[config.mk]
export PLATFORM = sky130hd
export DESIGN_NAME = mbr_partition_table_parser_top
export DESIGN_NICKNAME = d
export VERILOG_FILES = /design/src/rtl/mbrp_pkg.sv /design/src/rtl/mbrp_front.sv /design/src/rtl/mbrp_queue.sv /design/src/rtl/mbrp_back.sv /design/src/rtl/mbr_partition_table_parser_top.sv
export SDC_FILE = /design/constraint.sdc
export NUM_CORES = 1
export LEC_CHECK = 0
export BUFFER_PORTS_ARGS = -buffer_cell sky130_fd_sc_hd__buf_4
export CAP_MARGIN = 20
export CELL_PAD_IN_SITES_DETAIL_PLACEMENT = 0
export CELL_PAD_IN_SITES_GLOBAL_PLACEMENT = 1
export CORE_ASPECT_RATIO = 0.6
export CORE_MARGIN = 2
export CORE_UTILIZATION = 25
export DETAILED_ROUTE_END_ITERATION = 8
export GPL_ROUTABILITY_DRIVEN = 1
export PLACE_DENSITY = 0.44
export RECOVER_POWER = 100
export SYNTH_ARGS = -nofsm -noshare
export SYNTH_HDL_FRONTEND = slang
export SYNTH_SLANG_ARGS = --single-unit
[constraint.sdc]
create_clock -name clk_i -period 49.5 [get_ports clk_i]
set_clock_uncertainty 0.1 [all_clocks]
set_input_delay 9.9 -clock clk_i [delete_from_list [all_inputs] [get_ports clk_i]]
set_output_delay 9.9 -clock clk_i [all_outputs]
set_load 0.03 [all_outputs]
[src/rtl/mbrp_pkg.sv]
// Shared types, constants and helpers for the MBR partition table parser.
package mbrp_pkg;

  localparam int unsigned TableEntries = 4;
  localparam int unsigned EntryW       = 2;
  localparam int unsigned PosW         = 10;
  localparam int unsigned QueueDepth   = 2;
  localparam int unsigned CfgIdxW      = 1;

  localparam logic [PosW-1:0] TableBase   = 10'h1BE;
  localparam logic [PosW-1:0] SigPos      = 10'h1FE;
  localparam logic [PosW-1:0] SigPosHigh  = 10'h1FF;
  localparam logic [15:0]     SectorBytes = 16'd512;

  localparam logic [7:0] SigLow  = 8'h55;
  localparam logic [7:0] SigHigh = 8'hAA;

  // partition type codes
  localparam logic [7:0] TypeFat12     = 8'h01;
  localparam logic [7:0] TypeFat16Sm   = 8'h04;
  localparam logic [7:0] TypeFat16     = 8'h06;
  localparam logic [7:0] TypeNtfs      = 8'h07;
  localparam logic [7:0] TypeFat32     = 8'h0B;
  localparam logic [7:0] TypeFat32Lba  = 8'h0C;
  localparam logic [7:0] TypeFat16Lba  = 8'h0E;
  localparam logic [7:0] TypeExtLba    = 8'h0F;
  localparam logic [7:0] TypeLinux     = 8'h83;

  // entry offsets within a 16-byte table entry
  localparam logic [3:0] OffType = 4'h4;
  localparam logic [1:0] QuadStart  = 2'b10;
  localparam logic [1:0] QuadLength = 2'b11;

  localparam logic [CfgIdxW-1:0] CfgIdxBlockSize  = 1'b0;
  localparam logic [CfgIdxW-1:0] CfgIdxBlockCount = 1'b1;

  typedef enum logic [1:0] {
    StatusFat     = 2'd0,
    StatusExt     = 2'd1,
    StatusInvalid = 2'd2,
    StatusReject  = 2'd3
  } entry_status_e;

  // snapshot of one finished block, handed from front to back
  typedef struct packed {
    logic                               reject;
    logic [31:0]                        dev_blocks;
    logic [TableEntries-1:0][7:0]       types;
    logic [TableEntries-1:0][31:0]      starts;
    logic [TableEntries-1:0][31:0]      lengths;
  } job_t;

  function automatic logic type_is_fat(input logic [7:0] t);
    logic fat;
    case (t) inside
      TypeFat12, TypeFat16Sm, TypeFat16, TypeNtfs,
      TypeFat32, TypeFat32Lba, TypeFat16Lba, TypeExtLba: fat = 1'b1;
      default: fat = 1'b0;
    endcase
    return fat;
  endfunction

endpackage

[src/rtl/mbrp_front.sv]
// Byte intake: tracks position, captures table entries and signature, emits block snapshots.
module mbrp_front import mbrp_pkg::*; (
  input  logic        clk_i,
  input  logic        rst_ni,
  input  logic        byte_valid_i,
  input  logic [7:0]  data_byte_i,
  input  logic        read_error_i,
  input  logic        last_byte_i,
  input  logic [15:0] block_size_i,
  input  logic [31:0] dev_blocks_i,
  output logic        job_push_o,
  output job_t        job_o
);

  logic [PosW-1:0] pos_q, pos_d, pos_upd, rel;
  logic [7:0]      sig_lo_q, sig_lo_d, sig_lo_upd;
  logic [7:0]      sig_hi_q, sig_hi_d, sig_hi_upd;
  logic            err_q, err_d, err_upd;
  logic [7:0]      type_q  [TableEntries];
  logic [7:0]      type_d  [TableEntries];
  logic [31:0]     start_q [TableEntries];
  logic [31:0]     start_d [TableEntries];
  logic [31:0]     len_q   [TableEntries];
  logic [31:0]     len_d   [TableEntries];
  logic            in_range, in_table;
  logic [EntryW-1:0] ent;
  logic [3:0]      off;

  assign in_range = ~pos_q[PosW-1];  // below 512
  assign rel      = pos_q - TableBase;
  assign in_table = in_range && (pos_q >= TableBase) && (pos_q < SigPos);
  assign ent      = rel[5:4];
  assign off      = rel[3:0];

  always_comb begin
    pos_upd    = pos_q;
    sig_lo_upd = sig_lo_q;
    sig_hi_upd = sig_hi_q;
    err_upd    = err_q;
    for (int e = 0; e < TableEntries; e++) begin
      type_d[e]  = type_q[e];
      start_d[e] = start_q[e];
      len_d[e]   = len_q[e];
    end
    if (byte_valid_i) begin
      err_upd = err_q | read_error_i;
      if (in_range) begin
        pos_upd = pos_q + PosW'(1);
      end
      if (pos_q == SigPos) begin
        sig_lo_upd = data_byte_i;
      end
      if (pos_q == SigPosHigh) begin
        sig_hi_upd = data_byte_i;
      end
      for (int e = 0; e < TableEntries; e++) begin
        if (in_table && ent == EntryW'(e)) begin
          if (off == OffType) begin
            type_d[e] = data_byte_i;
          end else if (off[3:2] == QuadStart) begin
            start_d[e][{off[1:0], 3'b000} +: 8] = data_byte_i;
          end else if (off[3:2] == QuadLength) begin
            len_d[e][{off[1:0], 3'b000} +: 8] = data_byte_i;
          end
        end
      end
    end
  end

  assign job_push_o = byte_valid_i && last_byte_i;

  always_comb begin
    job_o.reject = err_upd || (block_size_i < SectorBytes) || (dev_blocks_i == 32'd0) ||
                   (sig_lo_upd != SigLow) || (sig_hi_upd != SigHigh);
    job_o.dev_blocks = dev_blocks_i;
    for (int e = 0; e < TableEntries; e++) begin
      job_o.types[e]   = type_d[e];
      job_o.starts[e]  = start_d[e];
      job_o.lengths[e] = len_d[e];
    end
  end

  // block end clears position, signature and error; entry stores persist
  always_comb begin
    if (job_push_o) begin
      pos_d    = '0;
      sig_lo_d = '0;
      sig_hi_d = '0;
      err_d    = 1'b0;
    end else begin
      pos_d    = pos_upd;
      sig_lo_d = sig_lo_upd;
      sig_hi_d = sig_hi_upd;
      err_d    = err_upd;
    end
  end

  always_ff @(posedge clk_i or negedge rst_ni) begin
    if (!rst_ni) begin
      pos_q    <= '0;
      sig_lo_q <= '0;
      sig_hi_q <= '0;
      err_q    <= 1'b0;
    end else begin
      pos_q    <= pos_d;
      sig_lo_q <= sig_lo_d;
      sig_hi_q <= sig_hi_d;
      err_q    <= err_d;
    end
  end

  always_ff @(posedge clk_i) begin
    for (int e = 0; e < TableEntries; e++) begin
      type_q[e]  <= type_d[e];
      start_q[e] <= start_d[e];
      len_q[e]   <= len_d[e];
    end
  end

endmodule

[src/rtl/mbrp_queue.sv]
// Short FIFO of block snapshots between intake and result generation.
module mbrp_queue import mbrp_pkg::*; (
  input  logic clk_i,
  input  logic rst_ni,
  input  logic push_i,
  input  job_t job_i,
  output logic full_o,
  output logic empty_o,
  output job_t head_o,
  input  logic pop_i
);

  localparam int unsigned PtrW = (QueueDepth > 1) ? $clog2(QueueDepth) : 1;
  localparam int unsigned CntW = $clog2(QueueDepth + 1);

  job_t            mem_q [QueueDepth];
  logic [PtrW-1:0] wr_ptr_q, wr_ptr_d, rd_ptr_q, rd_ptr_d;
  logic [CntW-1:0] cnt_q, cnt_d;
  logic            do_push, do_pop;

  assign full_o  = (cnt_q == CntW'(QueueDepth));
  assign empty_o = (cnt_q == '0);
  assign head_o  = mem_q[rd_ptr_q];
  assign do_push = push_i && !full_o;
  assign do_pop  = pop_i && !empty_o;

  always_comb begin
    wr_ptr_d = wr_ptr_q;
    rd_ptr_d = rd_ptr_q;
    cnt_d    = cnt_q;
    if (do_push) begin
      wr_ptr_d = (wr_ptr_q == PtrW'(QueueDepth - 1)) ? '0 : wr_ptr_q + PtrW'(1);
    end
    if (do_pop) begin
      rd_ptr_d = (rd_ptr_q == PtrW'(QueueDepth - 1)) ? '0 : rd_ptr_q + PtrW'(1);
    end
    if (do_push && !do_pop) begin
      cnt_d = cnt_q + CntW'(1);
    end else if (do_pop && !do_push) begin
      cnt_d = cnt_q - CntW'(1);
    end
  end

  always_ff @(posedge clk_i or negedge rst_ni) begin
    if (!rst_ni) begin
      wr_ptr_q <= '0;
      rd_ptr_q <= '0;
      cnt_q    <= '0;
    end else begin
      wr_ptr_q <= wr_ptr_d;
      rd_ptr_q <= rd_ptr_d;
      cnt_q    <= cnt_d;
    end
  end

  always_ff @(posedge clk_i) begin
    if (do_push) begin
      mem_q[wr_ptr_q] <= job_i;
    end
  end

endmodule

[src/rtl/mbrp_back.sv]
// Result generation: walks the entries of a snapshot, classifies each, holds the result.
module mbrp_back import mbrp_pkg::*; (
  input  logic              clk_i,
  input  logic              rst_ni,
  input  logic              job_valid_i,
  input  job_t              job_i,
  output logic              job_pop_o,
  output logic              empty_o,
  input  logic              pop_i,
  output logic [EntryW-1:0] entry_number_o,
  output logic [1:0]        entry_status_o,
  output logic [31:0]       start_sector_o,
  output logic [31:0]       sector_total_o,
  output logic              last_entry_o
);

  localparam logic [EntryW-1:0] LastIdx = EntryW'(TableEntries - 1);

  logic [EntryW-1:0] idx_q, idx_d;
  logic              out_valid_q, out_valid_d;
  logic              load, idx_last;
  logic [7:0]        etype;
  logic [31:0]       est, elen;
  logic [32:0]       extent_end;
  logic              out_of_range;
  entry_status_e     status;
  logic [31:0]       res_start, res_total;

  assign idx_last  = (idx_q == LastIdx);
  assign load      = job_valid_i && (!out_valid_q || pop_i);
  assign job_pop_o = load && idx_last;

  assign etype      = job_i.types[idx_q];
  assign est        = job_i.starts[idx_q];
  assign elen       = job_i.lengths[idx_q];
  // 33-bit sum so a large start plus length cannot wrap
  assign extent_end = {1'b0, est} + {1'b0, elen};
  assign out_of_range = (est >= job_i.dev_blocks) || (extent_end > {1'b0, job_i.dev_blocks});

  always_comb begin
    res_start = est;
    res_total = elen;
    if (job_i.reject) begin
      status    = StatusReject;
      res_start = '0;
      res_total = '0;
    end else if (out_of_range) begin
      status = StatusInvalid;
    end else if (type_is_fat(etype)) begin
      status = StatusFat;
    end else if (etype == TypeLinux) begin
      status = StatusExt;
    end else begin
      status = StatusInvalid;
    end
  end

  always_comb begin
    idx_d       = idx_q;
    out_valid_d = out_valid_q;
    if (load) begin
      idx_d       = idx_last ? '0 : idx_q + EntryW'(1);
      out_valid_d = 1'b1;
    end else if (pop_i && out_valid_q) begin
      out_valid_d = 1'b0;
    end
  end

  always_ff @(posedge clk_i or negedge rst_ni) begin
    if (!rst_ni) begin
      idx_q       <= '0;
      out_valid_q <= 1'b0;
    end else begin
      idx_q       <= idx_d;
      out_valid_q <= out_valid_d;
    end
  end

  always_ff @(posedge clk_i) begin
    if (load) begin
      entry_number_o <= idx_q;
      entry_status_o <= status;
      start_sector_o <= res_start;
      sector_total_o <= res_total;
      last_entry_o   <= idx_last;
    end
  end

  assign empty_o = !out_valid_q;

endmodule

[src/rtl/mbr_partition_table_parser_top.sv]
// Top level of the MBR partition table parser: config registers, front, queue, back.
//
//   channel  direction  transfer when              payload
//   bytes    in         push & !full               data_byte_i, read_error_i, last_byte_i
//   results  out        pop & !empty               entry_number_o .. last_entry_o
//   config   in         cfg_valid_i & cfg_ready_o  cfg_index_i, cfg_data_i
//
// Bytes are taken one per cycle while the queue is not full. Each last byte queues a block
// snapshot; the back end emits its four results, one per entry, from one 33-bit extent
// adder. The snapshot queue holds two blocks; full rises only when both slots wait.
// Reset clears control state only; no clearing pass. Config is always ready.
module mbr_partition_table_parser_top import mbrp_pkg::*; (
  input  logic               clk_i,
  input  logic               rst_ni,
  input  logic               push,
  output logic               full,
  input  logic [7:0]         data_byte_i,
  input  logic               read_error_i,
  input  logic               last_byte_i,
  output logic               empty,
  input  logic               pop,
  output logic [EntryW-1:0]  entry_number_o,
  output logic [1:0]         entry_status_o,
  output logic [31:0]        start_sector_o,
  output logic [31:0]        sector_total_o,
  output logic               last_entry_o,
  input  logic               cfg_valid_i,
  output logic               cfg_ready_o,
  input  logic [CfgIdxW-1:0] cfg_index_i,
  input  logic [31:0]        cfg_data_i
);

  logic [15:0] block_size_q;
  logic [31:0] dev_blocks_q;
  logic        byte_valid;
  logic        q_push, q_full, q_empty, q_pop;
  job_t        q_in, q_head;

  assign cfg_ready_o = 1'b1;

  always_ff @(posedge clk_i or negedge rst_ni) begin
    if (!rst_ni) begin
      block_size_q <= SectorBytes;
      dev_blocks_q <= '0;
    end else if (cfg_valid_i && cfg_ready_o) begin
      unique case (cfg_index_i)
        CfgIdxBlockSize:  block_size_q <= cfg_data_i[15:0];
        CfgIdxBlockCount: dev_blocks_q <= cfg_data_i;
        default: ;
      endcase
    end
  end

  assign full       = q_full;
  assign byte_valid = push && !full;

  mbrp_front u_front (
    .clk_i         (clk_i),
    .rst_ni        (rst_ni),
    .byte_valid_i  (byte_valid),
    .data_byte_i   (data_byte_i),
    .read_error_i  (read_error_i),
    .last_byte_i   (last_byte_i),
    .block_size_i  (block_size_q),
    .dev_blocks_i  (dev_blocks_q),
    .job_push_o    (q_push),
    .job_o         (q_in)
  );

  mbrp_queue u_queue (
    .clk_i   (clk_i),
    .rst_ni  (rst_ni),
    .push_i  (q_push),
    .job_i   (q_in),
    .full_o  (q_full),
    .empty_o (q_empty),
    .head_o  (q_head),
    .pop_i   (q_pop)
  );

  mbrp_back u_back (
    .clk_i          (clk_i),
    .rst_ni         (rst_ni),
    .job_valid_i    (!q_empty),
    .job_i          (q_head),
    .job_pop_o      (q_pop),
    .empty_o        (empty),
    .pop_i          (pop),
    .entry_number_o (entry_number_o),
    .entry_status_o (entry_status_o),
    .start_sector_o (start_sector_o),
    .sector_total_o (sector_total_o),
    .last_entry_o   (last_entry_o)
  );

`ifndef NO_ASSERTIONS
  // a snapshot never goes into a full queue
  a_no_push_when_full: assert property (@(posedge clk_i) disable iff (!rst_ni)
    q_push |-> !q_full)
    else $error("snapshot pushed into full queue");

  // a block end leaves a snapshot waiting for the back end
  a_block_end_queued: assert property (@(posedge clk_i) disable iff (!rst_ni)
    (push && !full && last_byte_i) |=> !q_empty)
    else $error("block end did not queue a snapshot");

  // taking a result that is not the last of its block leaves the next one ready
  a_results_contiguous: assert property (@(posedge clk_i) disable iff (!rst_ni)
    (pop && !empty && !last_entry_o) |=> !empty)
    else $error("gap between results of one block");
`endif

endmodule
; Yosys cells after proc, flatten, opt, wreduce, memory -nomap -nowiden
; Memories as Yosys holds them, arrays and structs flattened.
; Cells that the tools add are included.
[totals]
ram_bits = 930
output_inout_bits = 72
latchBits = 0
rom_bits = 0
input_bits = 48
mem_count = 4
regBits = 151
elab_cells = 180
[classes]
magnitude_cmp = 6
n_reduce_logical = 37
n_addsub = 9
n_eq_ne = 22
mux = 79
n_div = 0
shift = 2
n_bitwise = 3
mul = 0
[memory_table]
columns = name, words, word_bits, rd, rd_ports_with_merged_regs, wr, line
row1 = u_queue.mem_q, 2, 321, 1, 0, 1, mbrp_queue.sv:16  ; job_t mem_q [QueueDepth];
row2 = u_front.len_q, 4, 32, 4, 0, 4, mbrp_front.sv:23  ; logic [31:0] len_q [TableEntries];
row3 = u_front.start_q, 4, 32, 4, 0, 4, mbrp_front.sv:21  ; logic [31:0] start_q [TableEntries];
row4 = u_front.type_q, 4, 8, 4, 0, 4, mbrp_front.sv:19  ; logic [7:0] type_q [TableEntries];
[ops]
columns = cell, n
row1 = two-way mux 32 bit, 31
row2 = bitwise mux 32 bit, 8
row3 = two-way mux 128 bit, 2
row4 = binary-select mux 32 bit (select 2 bit), 2
row5 = two-way mux 8 bit, 15
row6 = adder 32 x 32 -> 33 bit, 1
row7 = greater-than comparator 33 x 32 -> 1 bit, 1
row8 = "equality test 8 x 4 -> 1 bit, second input constant", 4
row9 = greater-or-equal comparator 32 bit, 1
row10 = zero test 32 bit, 1
row11 = "variable shift 8 x 7 -> 32 bit, first input constant", 1
row12 = variable part select 8 x 7 -> 32 bit, 1
row13 = two-way mux 10 bit, 3
row14 = "equality test 8 x 3 -> 1 bit, second input constant", 3
row15 = "equality test 10 x 9 -> 1 bit, second input constant", 2
row16 = binary-select mux 8 bit (select 2 bit), 1
row17 = "< comparator 16 x 10 -> 1 bit, second input constant", 1
row18 = logical AND 1 bit, 15
row19 = "equality test 2 bit, second input constant", 6
row20 = two-way mux 1 bit, 12
row21 = "adder 10 x 1 -> 10 bit, second input constant", 1
row22 = "greater-or-equal comparator 10 x 9 -> 1 bit, second input constant", 1
row23 = "< comparator 10 x 9 -> 1 bit, second input constant", 1
row24 = two-way mux 2 bit, 5
row25 = other kinds (22), 39

; Longest topological paths before layout
; Gate-level depths: netlist of run 1.
; An unclocked memory read counts as a cell.
[depth]
word_depth = 10
mapped_depth = 29
ltp_nobuf = 25

; Cells and area by module
; Synthesis of run 1 repeated with hierarchy kept, for this count alone.
[unflattened]
cells_unflattened = 2777
area_unflattened_um2 = 44786.7
[by_module_without_submodules]
columns = module, area_each_um2, instances, cells_each
row1 = mbrp_queue, 23613.9, 1, 1018
row2 = mbrp_front, 11885.1, 1, 973
row3 = mbrp_back, 7442.1, 1, 679
row4 = mbr_partition_table_parser_top, 1845.5, 1, 107

; Worst setup path after synthesis of run 1
; No wires, ideal clock.
[synth_timing]
kind = in2reg
startpoint = input push
endpoint = memory u_queue.mem_q[0][0] (netlist bit), enable pin
cell_stages = 2
setup_slack_ns = 16.435
n_path_buf = 0
arrival_ns = 31.566
path_cell_list = nand2_1 > nor3_1
[synth_via]
elab_chain_cells = 5
[synth_lines]
columns = element, line
row1 = "start, declared", mbr_partition_table_parser_top.sv:15  ; input logic push,
row2 = logical AND 1 bit, mbr_partition_table_parser_top.sv:55  ; assign byte_valid = push && !full;
row3 = logical AND 1 bit, mbrp_front.sv:70  ; assign job_push_o = byte_valid_i && last_byte_i;
row4 = logical AND 1 bit, mbrp_queue.sv:24  ; assign do_push = push_i && !full_o;
row5 = two-way mux 1 bit, mbrp_queue.sv:57  ; if (do_push) begin
row6 = two-way mux 1 bit (implied by the code), mbrp_queue.sv:58  ; mem_q[wr_ptr_q] <= job_i;
row7 = "end, declared", mbrp_queue.sv:16
; No other way between the ends.

; Worst setup path in the final report of run 1
[layout_timing]
startpoint = input push
endpoint = memory u_queue.mem_q[0][277] (netlist bit), enable pin
; Same word-level chain as after synthesis.

==> results of run 1 <==
## where the power goes
group	total [mW]	internal [mW]	switching, mW
clock network	0.860	0.496	0.364
logic	1.36	0.476	0.881
registers	1.18	1.12	0.0612
total	3.40	2.09	1.31
## critical path, stage by stage
cell	delay, ns
clkbuf_1	0.14
nand2_1	0.17
nor3_1	0.22
clkbuf_1	5.88
clkbuf_1	3.31
clkbuf_1	3.18
## per-layer routing
metal	GRT usage	part of all wire
met3	0.02784	0.049
met1	0.2210	0.50
met4	0.03887	0.026
met2	0.2152	0.42
met5	0	0.00033
## stage by stage
stage               hold slack (ns)  area [µm²]  setup WS (ns)    util
floorplan                    0.3247       42170          16.43       -
global placement             0.3390       45820          36.00  0.2740
detailed placement           0.3427       45860          35.91  0.2743
CTS                          0.3645       49600          36.70  0.2966
global route                 0.3955       49100          25.34  0.2937
finish                       0.3755       49100          26.74  0.2937
## worst min path at each step
stage	from	endpoint	slack, ns	depth (start not counted)
after floorplan	u_front.len_q[3][26]	u_front.len_q[3][26]	0.32	2
after global placement	u_front.len_q[3][26]	u_front.len_q[3][26]	0.34	2
after detailed placement	u_front.len_q[3][31]	u_front.len_q[3][31]	0.34	2
after CTS	u_front.len_q[3][31]	u_front.len_q[3][31]	0.36	2
after global routing	u_front.start_q[2][17]	u_front.start_q[2][17]	0.40	1
final	u_front.type_q[1][2]	u_front.type_q[1][2]	0.38	1
## registers in the layout (all words and copies together) (netlist names)
signal                 cells
u_queue.mem_q            642
u_front.len_q            128
u_front.start_q          128
dev_blocks_q              32
u_back.sector_total_o     32
u_back.start_sector_o     32
u_front.type_q            32
u_front.pos_q             10
u_front.sig_hi_q           8
u_front.sig_lo_q           8
block_size_q               7
u_back.entry_number_o      2
u_back.entry_status_o      2
u_back.idx_q               2
u_queue.cnt_q              2
u_back.last_entry_o        1
u_back.out_valid_q         1
u_front.err_q              1
u_queue.rd_ptr_q           1
u_queue.wr_ptr_q           1
## synthesized netlist by cell type (55+ instances only)
cell type	number
nand2_1	302
dfxtp_1	288
o21ai_0	74
edfxtp_1	711
nor2_1	93
a21oi_1	117
mux2i_1	55
clkbuf_1	65
mux4_2	140
ha_1	105
mux2_2	266
dfrtp_1	72
## layout make-up
cell class | instances | area, µm²
multi-input cells | 1460 | 12660
diodes | 3 | 7.507
repair buffers | 167 | 852.1
flip-flops and latches | 1072 | 28950
well taps | 2242 | 2805
clock buffers | 135 | 2927
fillers | 16770 | 118100
clock inverters | 71 | 809.5
inverters | 25 | 95.09
## logic make-up after synthesis
| logic type | after synthesis | synth area share |
|---|---|---|
| flip-flops | 1072 | 0.6863 |
| adder cells (fa/ha/maj) | 106 | 0.03163 |
| other | 1 | 0.00008892 |
| AO/OA/AOI/OAI | 288 | 0.04091 |
| buffers and inverters | 137 | 0.01359 |
| XOR/XNOR | 45 | 0.009345 |
| multiplexers | 461 | 0.1588 |
| AND/OR/NAND/NOR | 559 | 0.05931 |
==> flow_metrics.env, run 1 <==
export IMPL_outcome="complete, but fails checks"
export IMPL_violations="max-capacitance violations, max-slew violations"
export IMPL_rows=116
export IMPL_reg2reg_from="u_queue.rd_ptr_q"
export IMPL_hold_class="reg2reg"
export IMPL_drv_slew=1134
export IMPL_cts_resized=0
export IMPL_initialDrtViolationCount=1652
export IMPL_synth_fp_nets=2823
export IMPL_synth_ff_type="edfxtp_1"
export IMPL_grt_max_degree=137
export IMPL_cts_tree="yes"
export IMPL_wl_per_cell_um=24.69
export IMPL_final_cell_mix="711 x edfxtp_1, 302 x nand2_1, 288 x dfxtp_1"
export IMPL_nets=2988
export IMPL_synthArstFlopShare=0.06810
export IMPL_p_leak_nw=17.13
export IMPL_slew_headroom=-4.839
export IMPL_max_vdd_ir_drop_mv=0.03160
export IMPL_synth_warnings=0
export IMPL_worstMarginPinSlew_ns=8.758
export IMPL_critPathCaptureType="register"
export IMPL_startpoint_type="input port"
export IMPL_synthDistinctLibCells=63
export IMPL_cts_sinks=1072
export IMPL_drt_wl_total_um=127800
export IMPL_critPathKind="in2reg"
export IMPL_hold_viol_final=0
export IMPL_path_max_fanout=133
export IMPL_setup_worst_path_end="u_queue.mem_q[0][277]"
export IMPL_synth_top_area_frac=0.5062
export IMPL_rr_endpoint="u_back.entry_status_o[0]"
export IMPL_rrSetupSlack_ns=34.21
export IMPL_cts_clk_slew_worst_paths_ns=0.06
export IMPL_core_mm2=0.1672
export IMPL_globalRouteOverflowTotal=0
export IMPL_synth_edf_count=711
export IMPL_drcViolationCount=0
export IMPL_required_ns=49.60
export IMPL_total_power_mw=3.397
export IMPL_syn_area_mm2=0.04217
export IMPL_track_usage=0.1471
export IMPL_dp_hpwl_um=86190
export IMPL_vias=23280
export IMPL_layout_commonest_cell="edfxtp_1"
export IMPL_place_gp_congestion=0.7781
export IMPL_numCtsBuffers=108
export IMPL_area_delta_synth_final_pct=16.43
export IMPL_netlist_top_cells_area="edfxtp_1 51%, dfxtp_1 14%, mux4_2 7.5%"
export IMPL_clock_path_buffers=3
export IMPL_ff2ff_path_depth=24
export IMPL_num_io_pins=120
export IMPL_finalCritPeriodShare=0.4599
export IMPL_fmax_ghz=0.04393
export IMPL_min_period_ns=22.76
export IMPL_ys_ff_latch=1072
export IMPL_postCtsHoldBufs=0
export IMPL_synthCells=2669
export IMPL_rsz0062_at_grt="no"
export IMPL_drtAntennaViolNets=0
export IMPL_yosysSeqAreaShare=0.6863
export IMPL_crit_start="push"
export IMPL_cts_setup_buffers=0
export IMPL_setup_viol=0
export IMPL_grt_pass1_vias=23930
export IMPL_dp_cells=4964
export IMPL_start_util=0.2522
export IMPL_yosys_area_top_type="edfxtp_1"
export IMPL_drive_gt1_frac=0.1461
export IMPL_fin_cells=5175
export IMPL_insertion_delay_ns=0.72
export IMPL_drv_cap=23
export IMPL_htreeDepth=3
export IMPL_die_height_um=322.2
export IMPL_dr_pass1_iters=7
export IMPL_critPathArrivalTime_ns=22.86
export IMPL_p_per_area_mw_per_mm2=69.18
export IMPL_fin_tns_setup_ns=0
export IMPL_io_buffers=118
export IMPL_vias_per_cell=4.499
export IMPL_syn_area_per_cell_um2=15.80
export IMPL_antenna_found_initial=26
export IMPL_die_w_um=534.2
export IMPL_grt_first_pass_wirelength_um=179600
export IMPL_ctsRootBufferMaster="clkbuf_16"
export IMPL_die_area_mm2=0.1721
Power figures use the tool's default switching activity.
==> run 2, diff against run 1 <==
--- a/config.mk
+++ b/config.mk
@@ -14,7 +14,7 @@
 export CORE_UTILIZATION = 25
 export DETAILED_ROUTE_END_ITERATION = 8
 export GPL_ROUTABILITY_DRIVEN = 1
-export PLACE_DENSITY = 0.44
+export PLACE_DENSITY = 0.46
 export RECOVER_POWER = 100
 export SYNTH_ARGS = -nofsm -noshare
 export SYNTH_HDL_FRONTEND = slang
==> constraint.sdc (replaced) <==
create_clock -name clk_i -period 20.5 [get_ports clk_i]
set_clock_uncertainty 0.1 [all_clocks]
set_input_delay 4.1 -clock clk_i [delete_from_list [all_inputs] [get_ports clk_i]]
set_output_delay 4.1 -clock clk_i [all_outputs]
set_load 0.03 [all_outputs]
==> flow_metrics.env, run 2 (synthesis gave the netlist of run 1 again) <==
export IMPL_drive_gt1_frac=0.1437
export IMPL_reg2reg_from="u_back.idx_q[0]"
export IMPL_crit_buf_inv=3
export IMPL_outcome="complete, but fails checks"
export IMPL_drcViolationCount=0
export IMPL_htreeDepth=3
export IMPL_finalCritPeriodShare=0.5796
export IMPL_fmax_ghz=0.08416
export IMPL_vias_per_cell=4.518
export IMPL_clock_path_buffers=3
export IMPL_critPathCaptureType="register"
export IMPL_crit_path_top_delay_cell="clkbuf_1"
export IMPL_seq_area_mm2=0.02895
export IMPL_worst_hold_path_endpoint="u_front.start_q[3][8]"
export IMPL_rrSetupSlack_ns=8.62
export IMPL_required_ns=20.86
export IMPL_finalWorstSetupSlack_ns=8.618
export IMPL_place_ws_ns=12.18
export IMPL_start_util=0.2522
export IMPL_core_mm2=0.1672
export IMPL_critPathTopFamily="buffers and inverters"
export IMPL_final_cell_mix="711 x edfxtp_1, 302 x nand2_1, 288 x dfxtp_1"
export IMPL_layout_commonest_cell="edfxtp_1"
export IMPL_cts_resized=0
export IMPL_grt_first_pass_wirelength_um=176300
export IMPL_top_regs="u_queue.mem_q x642, u_front.len_q x128, u_front.start_q x128"
export IMPL_startpoint_type="register"
export IMPL_hold_path_depth=1
export IMPL_hold_start="u_front.start_q[3][8]"
export IMPL_slew_headroom=-4.504
export IMPL_hold_class="reg2reg"
export IMPL_vias=23330
export IMPL_cts_setup_buffers=0
export IMPL_rsz0062_at_grt="no"
export IMPL_worstMarginPinSlew_ns=8.256
export IMPL_dp_cells=4965
export IMPL_critPathKind="reg2reg"
export IMPL_cts_sinks=1072
export IMPL_die_height_um=322.2
export IMPL_cts_tree="yes"
export IMPL_globalRouteOverflowTotal=0
export IMPL_path_max_fanout=54
export IMPL_antenna_found_initial=23
export IMPL_largest_reg_flops=642
export IMPL_max_vdd_ir_drop_mv=0.1082
export IMPL_postCtsHoldBufs=0
export IMPL_regMostFlops="u_queue.mem_q"
export IMPL_track_usage=0.1433
export IMPL_fin_worst_hold_slack_ns=0.3755
export IMPL_dr_pass1_iters=5
export IMPL_ctsRootBufferMaster="clkbuf_16"
export IMPL_ff2ff_path_depth=26
export IMPL_p_leak_nw=17.06
export IMPL_cts_clk_slew_worst_paths_ns=0.06
export IMPL_die_w_um=534.2
export IMPL_total_power_mw=8.044
export IMPL_p_per_area_mw_per_mm2=164.3
export IMPL_cp_num_cells=26
export IMPL_die_area_mm2=0.1721
export IMPL_critPathArrivalTime_ns=12.24
export IMPL_setup_viol=0
export IMPL_drtAntennaViolNets=0
export IMPL_dp_hpwl_um=83610
export IMPL_rows=116
export IMPL_grt_max_degree=127
export IMPL_wl_per_cell_um=24.11
export IMPL_numCtsBuffers=105
export IMPL_insertion_delay_ns=0.72
export IMPL_violations="max-capacitance violations, max-slew violations"
export IMPL_initialDrtViolationCount=2081
export IMPL_drv_cap=28
export IMPL_drt_wl_total_um=124500
export IMPL_place_gp_congestion=0.8078
export IMPL_drv_slew=921
export IMPL_nets=2985
export IMPL_rr_endpoint="u_back.entry_status_o[1]"
export IMPL_fin_cells=5165
export IMPL_grt_pass1_vias=23820
export IMPL_hold_viol_final=0
export IMPL_area_delta_synth_final_pct=16.06
export IMPL_fillers=16630
export IMPL_num_io_pins=120
export IMPL_slowest_delay_ns=3.00
export IMPL_io_buffers=118
export IMPL_multi_input_area_mm2=0.01266
export IMPL_fin_tns_setup_ns=0
export IMPL_min_period_ns=11.88
## run 2: cell count changes in the layout (fill, tap and decap cells not counted), moves of 3 or more
cell       previous run  this run
bufinv_16            14        10
clkinv_2             21        18
buf_4                58        63
clkinv_1             13         6
inv_6                 6         0
clkbuf_1            124       132
clkbuf_8              8        14
clkinv_4              6         1
clkbuf_16           110       106
## run 2: final cells by class
class | count | area share
Timing Repair Buffer | 167 | 0.01848
Tap cell | 2242 | 0.05731
Clock inverter | 47 | 0.01160
Inverter | 25 | 0.001943
Multi-Input combinational cell | 1460 | 0.2587
Sequential cell | 1072 | 0.5914
Clock buffer | 151 | 0.06050
Antenna cell | 1 | 0.00005112
## run 2: how the worst max path moves through the flow
stage                                start                       end  slack (ns)
final                      u_back.idx_q[0]  u_back.entry_status_o[1]        8.62
after global routing       u_back.idx_q[0]  u_back.entry_status_o[1]        7.90
after detailed placement              push     u_queue.mem_q[1][245]       12.18
after global placement                push     u_queue.mem_q[1][213]       12.31
after floorplan                       push       u_queue.mem_q[0][0]        3.10
after CTS                 u_queue.rd_ptr_q  u_back.entry_status_o[1]       12.57
## run 2: per-stage QoR
| step | util | cell area (µm²) |
|---|---|---|
| detailed placement | 0.2744 | 45870 |
| CTS | 0.2955 | 49400 |
| finish | 0.2928 | 48950 |
| global placement | 0.2740 | 45810 |
| global route | 0.2927 | 48950 |
| floorplan | - | 42180 |
## run 2: layer usage
metal,up-vias,track usage,share of wire
met3,155,0.02155,0.050
met5,-,0,0
li1,10490,-,-
met2,528,0.2147,0.43
met4,0,0.03261,0.020
met1,12160,0.2165,0.50
## run 2: report_power, final
| group | internal, mW | leakage, nW | switching, mW |
|---|---|---|---|
| combinational | 1.14 | 6.08 | 2.07 |
| clock | 1.14 | 1.71 | 0.852 |
| sequential | 2.69 | 9.27 | 0.155 |
==> run 3, diff against run 2 <==
==> constraint.sdc (replaced) <==
create_clock -name clk_i -period 10.4 [get_ports clk_i]
set_clock_uncertainty 0.1 [all_clocks]
set_input_delay 2.08 -clock clk_i [delete_from_list [all_inputs] [get_ports clk_i]]
set_output_delay 2.08 -clock clk_i [all_outputs]
set_load 0.03 [all_outputs]
==> flow_metrics.env, run 3 (synthesis gave the netlist of run 1 again) <==
export IMPL_drv_cap=26
export IMPL_dp_hpwl_um=85670
export IMPL_grt_first_pass_wirelength_um=179900
export IMPL_setup_viol=0
export IMPL_rrSetupSlack_ns=2.09
export IMPL_vias_per_cell=4.542
export IMPL_hold_viol_final=0
export IMPL_crit_start="push"
export IMPL_die_w_um=534.2
export IMPL_crit_buf_inv=4
export IMPL_die_height_um=322.2
export IMPL_grt_pass1_vias=24070
export IMPL_critPathArrivalTime_ns=8.74
export IMPL_cts_setup_buffers=0
export IMPL_track_usage=0.1467
export IMPL_fin_area_mm2=0.04900
export IMPL_top_regs="u_queue.mem_q x642, u_front.len_q x128, u_front.start_q x128"
export IMPL_postCtsHoldBufs=0
export IMPL_fin_cells=5165
export IMPL_globalRouteOverflowTotal=0
export IMPL_cts_clk_slew_worst_paths_ns=0.06
export IMPL_antenna_found_initial=25
export IMPL_insertion_delay_ns=0.72
export IMPL_min_period_ns=8.493
export IMPL_drv_slew=1018
export IMPL_cp_num_cells=6
export IMPL_wl_per_cell_um=24.59
export IMPL_nets=2979
export IMPL_fmax_ghz=0.1177
export IMPL_cp_common_cell="clkbuf_1"
export IMPL_fin_tns_setup_ns=0
export IMPL_drt_wl_total_um=127000
export IMPL_htreeDepth=3
export IMPL_initialDrtViolationCount=2285
export IMPL_fillers=16710
export IMPL_num_io_pins=120
export IMPL_rsz0062_at_grt="no"
export IMPL_finalCritPeriodShare=0.8167
export IMPL_start_util=0.2522
export IMPL_ctsRootBufferMaster="clkbuf_16"
export IMPL_p_leak_nw=17.09
export IMPL_rr_endpoint="u_back.sector_total_o[1]"
export IMPL_worstMarginPinSlew_ns=4.045
export IMPL_path_max_fanout=54
export IMPL_cp_cell_sequence="clkbuf_1 > and2_0 > and3_1 > clkbuf_1 > clkbuf_2 > buf_4"
export IMPL_rows=116
export IMPL_outcome="complete, but fails checks"
export IMPL_slew_headroom=-1.697
export IMPL_total_power_mw=15.92
export IMPL_die_area_mm2=0.1721
export IMPL_final_cell_mix="711 x edfxtp_1, 302 x nand2_1, 288 x dfxtp_1"
export IMPL_largest_reg_flops=642
export IMPL_core_mm2=0.1672
export IMPL_dr_pass1_iters=5
export IMPL_dp_cells=4958
export IMPL_slowest_delay_ns=2.74
export IMPL_io_buffers=118
export IMPL_place_gp_congestion=0.8031
export IMPL_critPathKind="in2reg"
export IMPL_vias=23460
export IMPL_cts_resized=0
export IMPL_cts_tree="yes"
export IMPL_drtAntennaViolNets=0
export IMPL_regMostFlops="u_queue.mem_q"
export IMPL_layout_commonest_cell="edfxtp_1"
export IMPL_reg2reg_from="u_queue.rd_ptr_q"
export IMPL_violations="max-capacitance violations, max-slew violations"
export IMPL_numCtsBuffers=106
export IMPL_critPathCaptureType="register"
export IMPL_max_vdd_ir_drop_mv=0.1700
export IMPL_setup_worst_path_end="u_queue.mem_q[1][140]"
export IMPL_cts_sinks=1072
export IMPL_critPathTopFamily="buffers and inverters"
export IMPL_required_ns=10.65
export IMPL_crit_path_top_delay_cell="clkbuf_1"
export IMPL_grt_max_degree=87
export IMPL_placed_cell_area_mm2=0.04585
export IMPL_startpoint_type="input port"
export IMPL_p_per_area_mw_per_mm2=324.9
export IMPL_ff2ff_path_depth=4
export IMPL_clock_path_buffers=3
export IMPL_area_delta_synth_final_pct=16.17
export IMPL_drive_gt1_frac=0.1450
export IMPL_drcViolationCount=0
export IMPL_hold_class="reg2reg"
## run 3: worst min-delay path by stage
stage	end	slack (ns)	depth (start not counted)	from
after floorplan	u_front.len_q[3][26]	0.32	2	u_front.len_q[3][26]
after global placement	u_front.len_q[3][30]	0.35	2	u_front.len_q[3][30]
after detailed placement	u_front.len_q[3][26]	0.35	2	u_front.len_q[3][26]
after CTS	u_front.len_q[3][26]	0.37	2	u_front.len_q[3][26]
after global routing	u_front.start_q[1][30]	0.40	1	u_front.start_q[1][30]
final	u_front.start_q[1][17]	0.38	1	u_front.start_q[1][17]
## run 3: layer usage
layer	wire length, µm	GRT usage	up-vias
met1	63430	0.2233	12240
met3	8446	0.03149	152
met2	52830	0.2110	613
met4	2312	0.03223	2
met5	7	0	-
li1	-	-	10460
## run 3: metrics by stage
| step | setup WS (ns) | utilization | hold slack [ns] |
|---|---|---|---|
| 2_1_floorplan | 0.04919 | - | 0.3247 |
| 3_3_place_gp | 2.819 | 0.2736 | 0.3532 |
| 3_5_place_dp | 2.809 | 0.2742 | 0.3535 |
| 4_1_cts | 2.791 | 0.2958 | 0.3679 |
| 5_1_grt | 1.388 | 0.2930 | 0.3961 |
| 6_report | 1.907 | 0.2930 | 0.3765 |
## run 3: layout make-up
type                            instances  area [µm²]  share of cell area
Clock inverter                         51       605.6             0.01236
Tap cell                             2242        2805             0.05725
Multi-Input combinational cell       1460       12640              0.2580
Inverter                               25       95.09            0.001941
Antenna cell                            5       12.51           0.0002554
Sequential cell                      1072       28950              0.5909
Timing Repair Buffer                  160       892.1             0.01821
Clock buffer                          150        2992             0.06106
## run 3: worst register-to-register path, stage by stage, from the launching register on
cell and delay (ns):
dfrtp_4 0.91, buf_4 0.59, clkbuf_1 2.12, mux2_1 3.08, nor2_1 0.96
## run 3: where the power goes
group,internal (mW),total [mW],switching [mW],leakage [nW]
sequential,5.29,5.60,0.309,9.26
clock,2.29,3.99,1.70,1.76
combinational,2.26,6.33,4.07,6.06
